### src/design/spsa_pkg.sv
// Shared types and constants for the slab page slot allocator.
// No dependencies; every other design file imports this package.
package spsa_pkg;

  // Fixed field widths of the request and result transactions
  localparam int REQ_W   = 2;
  localparam int OFF_W   = 12;
  localparam int STAT_W  = 3;
  localparam int USED_W  = 8;
  localparam int CLASS_W = 3;

  // Largest legal size class (1024-byte slots); higher codes saturate
  localparam logic [CLASS_W-1:0] CLASS_MAX = 3'd6;

  // Slot size is 1 << (class + SLOT_SHIFT_BASE)
  localparam logic [3:0] SLOT_SHIFT_BASE = 4'd4;

  typedef enum logic [REQ_W-1:0] {
    REQ_ALLOC = 2'd0,
    REQ_FREE  = 2'd1,
    REQ_INIT  = 2'd2,
    REQ_NOP   = 2'd3
  } req_t;

  typedef enum logic [STAT_W-1:0] {
    ST_OK     = 3'd0,
    ST_FULL   = 3'd1,
    ST_RANGE  = 3'd2,
    ST_ALIGN  = 3'd3,
    ST_DOUBLE = 3'd4
  } status_t;

  // Controller states, one-hot
  typedef enum logic [1:0] {
    S_IDLE = 2'b01,
    S_EXEC = 2'b10
  } state_t;

  // Outcome of the offset checks on a free request
  typedef struct packed {
    logic    reject;
    status_t status;
  } chk_t;

endpackage

### src/design/spsa_free_check.sv
// Offset checks for a free request: range, tail slack, alignment, slot index.
// Depends on spsa_pkg (chk_t, status codes, field widths).
module spsa_free_check import spsa_pkg::*; #(
  parameter int PAGE_BYTES   = 4096,
  parameter int HEADER_BYTES = 48,
  parameter int MAX_SLOTS    = 256,
  parameter int CW           = 14,
  parameter int IW           = 8
) (
  input  logic [OFF_W-1:0] free_offset,
  input  logic [3:0]       slot_shift,
  input  logic [CW-1:0]    page_end,
  output chk_t             chk,
  output logic [IW-1:0]    slot
);

  logic [CW-1:0] off_w;
  logic [CW-1:0] rel;
  logic [CW-1:0] mask;
  logic [CW-1:0] slot_w;

  // Offset relative to the first slot, then split into index and remainder
  assign off_w  = CW'(free_offset);
  assign rel    = off_w - CW'(HEADER_BYTES);
  assign mask   = (CW'(1) << slot_shift) - CW'(1);
  assign slot_w = rel >> slot_shift;
  assign slot   = slot_w[IW-1:0];

  always_comb begin
    chk.reject = 1'b1;
    chk.status = ST_RANGE;
    if (off_w < CW'(HEADER_BYTES) || off_w >= CW'(PAGE_BYTES) || off_w >= page_end) begin
      chk.status = ST_RANGE;
    end else if ((rel & mask) != '0) begin
      chk.status = ST_ALIGN;
    end else if (slot_w >= CW'(MAX_SLOTS)) begin
      chk.status = ST_RANGE;
    end else begin
      chk.reject = 1'b0;
      chk.status = ST_OK;
    end
  end

endmodule

### config.mk
export PLATFORM = sky130hd
export DESIGN_NAME = spsa_free_check
export DESIGN_NICKNAME = d
export VERILOG_FILES = /design/src/design/spsa_pkg.sv /design/src/design/spsa_free_check.sv
export SDC_FILE = /design/constraint.sdc
export NUM_CORES = 1
export LEC_CHECK = 0
export ABC_AREA = 1
export BUFFER_PORTS_ARGS = -buffer_cell sky130_fd_sc_hd__buf_2
export CORE_MARGIN = 2
export CORE_UTILIZATION = 55
export DETAILED_ROUTE_END_ITERATION = 16
export GPL_ROUTABILITY_DRIVEN = 0
export GPL_TIMING_DRIVEN = 0
export PLACE_DENSITY = 0.9
export REMOVE_ABC_BUFFERS = 1
export SETUP_SLACK_MARGIN = 0.05
export SYNTH_ARGS = -nofsm -noshare
export SYNTH_HDL_FRONTEND = slang
export SYNTH_SLANG_ARGS = --single-unit
### constraint.sdc
create_clock -name vclk -period 7.1
set_input_delay 1.42 -clock vclk [all_inputs]
set_output_delay 1.42 -clock vclk [all_outputs]
set_load 0.02 [all_outputs]
==> impl_metrics.sql <==
INSERT INTO impl_metrics (metric_group, metric, value, unit) VALUES
('outcome', 'status', 'finished clean', ''),
('sta', 'timing.final.crit_share', '0.688', ''),
('min_path', 'worst_hold_path_cell_count', '4', ''),
('min_path', 'worst_hold_startpoint', 'slot_shift[3]', ''),
('clock_network', 'number_of_gates_given_a_new_drive_strength_after_cts', '0', ''),
('synthesis', 'synth_top_cell_area_share', '0.242', ''),
('floorplan', 'core_box_area', '2500', 'sq um'),
('synthesis', 'yosysSeqAreaShare', '0', ''),
('sta', 'final-hold-violation-count', '0', ''),
('min_path', 'hold-path-endpoint', 'slot[1]', ''),
('floorplan', 'initial_utilization', '0.591', ''),
('placement', 'dpl_worst_slack', '2.27', 'ns'),
('drt', 'route.detailed.vias_per_inst', '5.49', ''),
('sta', 'postLayoutSetupSlackWorst', '2.22', 'ns'),
('final_layout', 'clock_buf_count', '0', ''),
('drt', 'drc_errors', '0', ''),
('synthesis', 'ys_top_cells_by_area', 'sky130_fd_sc_hd__nand2_1, sky130_fd_sc_hd__nand3_1, sky130_fd_sc_hd__ha_1', ''),
('sta', 'setup-tns-final', '0', 'ns'),
('setup_path', 'timing.critical_path.from_type', 'input pin', ''),
('setup_path', 'timing.critical_path.fanout_max', '9', ''),
('global_route', 'first_pass_grt_wire_length', '6620', 'microns'),
('final_layout', 'num_antenna_cells', '0', ''),
('synthesis', 'syn-cell-area', '1480', 'sq um'),
('final_layout', 'layout-drive-gt1-share', '0.186', ''),
('placement', 'numPortBuffers', '41', ''),
('sta', 'finalCriticalPeriod', '4.88', 'ns'),
('setup_path', 'worst_path_largest_cell_delay', '0.35', 'ns'),
('min_path', 'hold_class', 'in -> out', ''),
('global_route', 'pin_count_of_the_biggest_net_entering_global_routing', '20', ''),
('setup_path', 'arrival', '3.46', 'ns'),
('setup_path', 'path_cells', 'buf_2 -> inv_2 -> nand2_1 -> nor2_1 -> inv_1 -> ha_1 -> nand3_1 -> nand3_1 -> nand4_1 -> nor2_1 -> nand4_1 -> nor2_1 -> nand2_1 -> buf_2', ''),
('setup_path', 'timing.setup.critical_path_class', 'in -> out', ''),
('final_layout', 'final_net_count', '364', ''),
('setup_path', 'sort_of_element_at_the_end_of_the_critical_path', 'primary output', ''),
('synthesis', 'synthSimpleGateAreaFrac', '0.585', ''),
('sta', 'setup_repair_after_global_routing_missed_its_margin', 'no', ''),
('run', 'drv.max_cap_violation_count', '0', ''),
('synthesis', 'synth.avg_cell_area', '5.14', 'sq um'),
('synthesis', 'post_synth_xor_area_fraction', '0.00593', ''),
('setup_path', 'path_delay_family', 'simple AND/OR/NAND/NOR gates', ''),
('drt', 'ant_nets', '0', ''),
('pwr', 'post-layout-total-power', '0.000105', 'W'),
('sta', 'fmaxAchievable', '205', 'MHz'),
('setup_path', 'critPathBufInv', '4', ''),
('pwr', 'power.density_cell_area', '63.7', 'nW/um^2'),
('pwr', 'ir_worst_vdd', '42.3', 'uV'),
('synthesis', 'mux_cell_area_share_after_synthesis', '0.00678', ''),
('setup_path', 'path_common_cell', 'sky130_fd_sc_hd__nor2_1', ''),
('global_route', 'grt_pass1_vias', '1592', ''),
('drt', 'via_count', '1911', ''),
('clock_network', 'cts_post_setup_buffers_inserted', '0', ''),
('final_layout', 'seqCellArea', '0', 'sq um'),
('floorplan', 'row_count', '18', ''),
('synthesis', 'synthCells', '287', ''),
('floorplan', 'die_h', '55.8', 'microns'),
('global_route', 'grtUsageTotal', '0.247', ''),
('sta', 'setup_viol_count_final', '0', ''),
('global_route', 'globalRouteOverflowTotal', '0', ''),
('drt', 'route.detailed.wl_per_inst', '11.0', 'microns'),
('synthesis', 'yosys_warnings', '0', ''),
('global_route', 'grt_antenna_before_repair', '0', ''),
('synthesis', 'yosys.cell_types.count', '34', ''),
('final_layout', 'flops_and_latches', '0', ''),
('floorplan', 'die-width', '55.8', 'microns'),
('sta', 'final_max_slew_viol_count', '0', ''),
('synthesis', 'synth_largest_area_cell', 'sky130_fd_sc_hd__nand2_1', ''),
('drt', 'totalWireLength', '3820', 'microns'),
('pwr', 'power.static_leakage', '0.994', 'nW'),
('floorplan', 'die-area', '3110', 'sq um'),
('floorplan', 'io_pins', '42', ''),
('synthesis', 'synth_compound_area_frac', '0.118', ''),
('setup_path', 'critical_path.slowest_cell', 'sky130_fd_sc_hd__ha_1', ''),
('setup_path', 'cp.required', '5.68', 'ns'),
('synthesis', 'synth_top_family_by_area', 'simple AND/OR/NAND/NOR gates', ''),
('clock_network', 'cts_hold_bufs', '0', ''),
('drt', 'drt_iter0_markers', '117', ''),
('final_layout', 'layout-area-overhead-vs-synth', '11.6', '%'),
('synthesis', 'synth_fa_ha_area_frac', '0.119', ''),
('placement', 'dp.final_hpwl', '3230', 'microns'),
('drt', 'dr.pass1.iters', '4', '');
layout make-up:
cell class                 count  area (sq um)
inverter                      44           170
tap                           30          37.5
multi-input combinational    233          1230
timing repair buffer          41           205
fill                         254           852
placed cells by master, fill, tap and decap left out:
cell	Yosys	routed
sky130_fd_sc_hd__nor2_1	20	20
sky130_fd_sc_hd__o21ai_0	7	7
sky130_fd_sc_hd__buf_2	3	41
sky130_fd_sc_hd__xnor2_1	1	1
sky130_fd_sc_hd__o2111ai_1	1	1
sky130_fd_sc_hd__nand2_4	2	2
sky130_fd_sc_hd__nand3_1	43	43
sky130_fd_sc_hd__inv_1	39	39
sky130_fd_sc_hd__a21oi_1	6	6
sky130_fd_sc_hd__nand4_1	8	8
sky130_fd_sc_hd__nand3_2	2	2
sky130_fd_sc_hd__ha_1	14	14
sky130_fd_sc_hd__nor2_8	1	1
sky130_fd_sc_hd__nand2_1	95	95
sky130_fd_sc_hd__a21boi_0	1	1
sky130_fd_sc_hd__o21ai_1	7	7
sky130_fd_sc_hd__nor2_2	3	3
sky130_fd_sc_hd__or2_1	1	1
sky130_fd_sc_hd__nand2_2	3	3
sky130_fd_sc_hd__mux2i_1	1	1
sky130_fd_sc_hd__inv_2	2	2
sky130_fd_sc_hd__nor3_1	4	4
sky130_fd_sc_hd__and2_1	1	1
sky130_fd_sc_hd__o211ai_1	4	4
sky130_fd_sc_hd__o21bai_1	2	2
sky130_fd_sc_hd__inv_4	2	2
sky130_fd_sc_hd__a31oi_1	2	2
sky130_fd_sc_hd__conb_1	1	1
sky130_fd_sc_hd__nor2_4	3	3
sky130_fd_sc_hd__clkinv_1	1	1
kinds of logic after synthesis:
kind of cell / count (synthesis)
AOI/OAI and AO/OA: 30
xor gates and xnor gates: 1
adders and majority gates: 14
buffers and inverters: 54
muxes: 1
other: 1
and+or+nand+nor: 186
routing by layer:
metal / vias up / share of wire / track usage
li1: 991 / - / -
met4: 0 / 0.010 / 0.0374
met2: 96 / 0.47 / 0.439
met1: 820 / 0.42 / 0.333
met5: - / 0 / 0
met3: 4 / 0.097 / 0.0140
metrics by stage:
step                 util  area, sq um  std cells  hold slack [ns]
floorplan               -         1410        277             3.02
global placement    0.659         1650        348             3.34
detailed placement  0.659         1650        348             3.35
CTS                 0.659         1650        348             3.35
global route        0.659         1650        348             3.36
finish              0.659         1650        348             3.36
how the worst max path moves through the flow:
stage                       start     end  slack [ns]  cells past startpoint
floorplan           slot_shift[3]  chk[1]        2.82                     13
global placement    slot_shift[3]  chk[3]        2.33                     14
finish              slot_shift[3]  chk[3]        2.22                     14
CTS                 slot_shift[3]  chk[3]        2.27                     14
detailed placement  slot_shift[3]  chk[3]        2.27                     14
global route        slot_shift[3]  chk[1]        2.02                     14
Yosys cell counts (2+ instances only):
library cell / n
sky130_fd_sc_hd__nor3_1: 4
sky130_fd_sc_hd__a21oi_1: 6
sky130_fd_sc_hd__nand3_2: 2
sky130_fd_sc_hd__nand3_1: 43
sky130_fd_sc_hd__nand4_1: 8
sky130_fd_sc_hd__inv_2: 2
sky130_fd_sc_hd__o21ai_1: 7
sky130_fd_sc_hd__nand2_4: 2
sky130_fd_sc_hd__nor2_1: 20
sky130_fd_sc_hd__nand2_2: 3
sky130_fd_sc_hd__ha_1: 14
sky130_fd_sc_hd__a31oi_1: 2
sky130_fd_sc_hd__o211ai_1: 4
sky130_fd_sc_hd__inv_1: 39
sky130_fd_sc_hd__inv_4: 2
sky130_fd_sc_hd__o21bai_1: 2
sky130_fd_sc_hd__buf_2: 3
sky130_fd_sc_hd__nor2_4: 3
sky130_fd_sc_hd__nand2_1: 95
sky130_fd_sc_hd__buf_6: 3
sky130_fd_sc_hd__nor2_2: 3
sky130_fd_sc_hd__buf_4: 2
sky130_fd_sc_hd__o21ai_0: 7
report_power, final:
| group | leakage, nW | total, W | internal (W) | switching (W) |
|---|---|---|---|---|
| registers | 0 | 0 | 0 | 0 |
| logic | 0.994 | 0.000105 | 0.0000369 | 0.0000680 |
| clock network | 0 | 0 | 0 | 0 |
| total | 0.994 | 0.000105 | 0.0000369 | 0.0000680 |
Power figures use the tool's default switching activity.
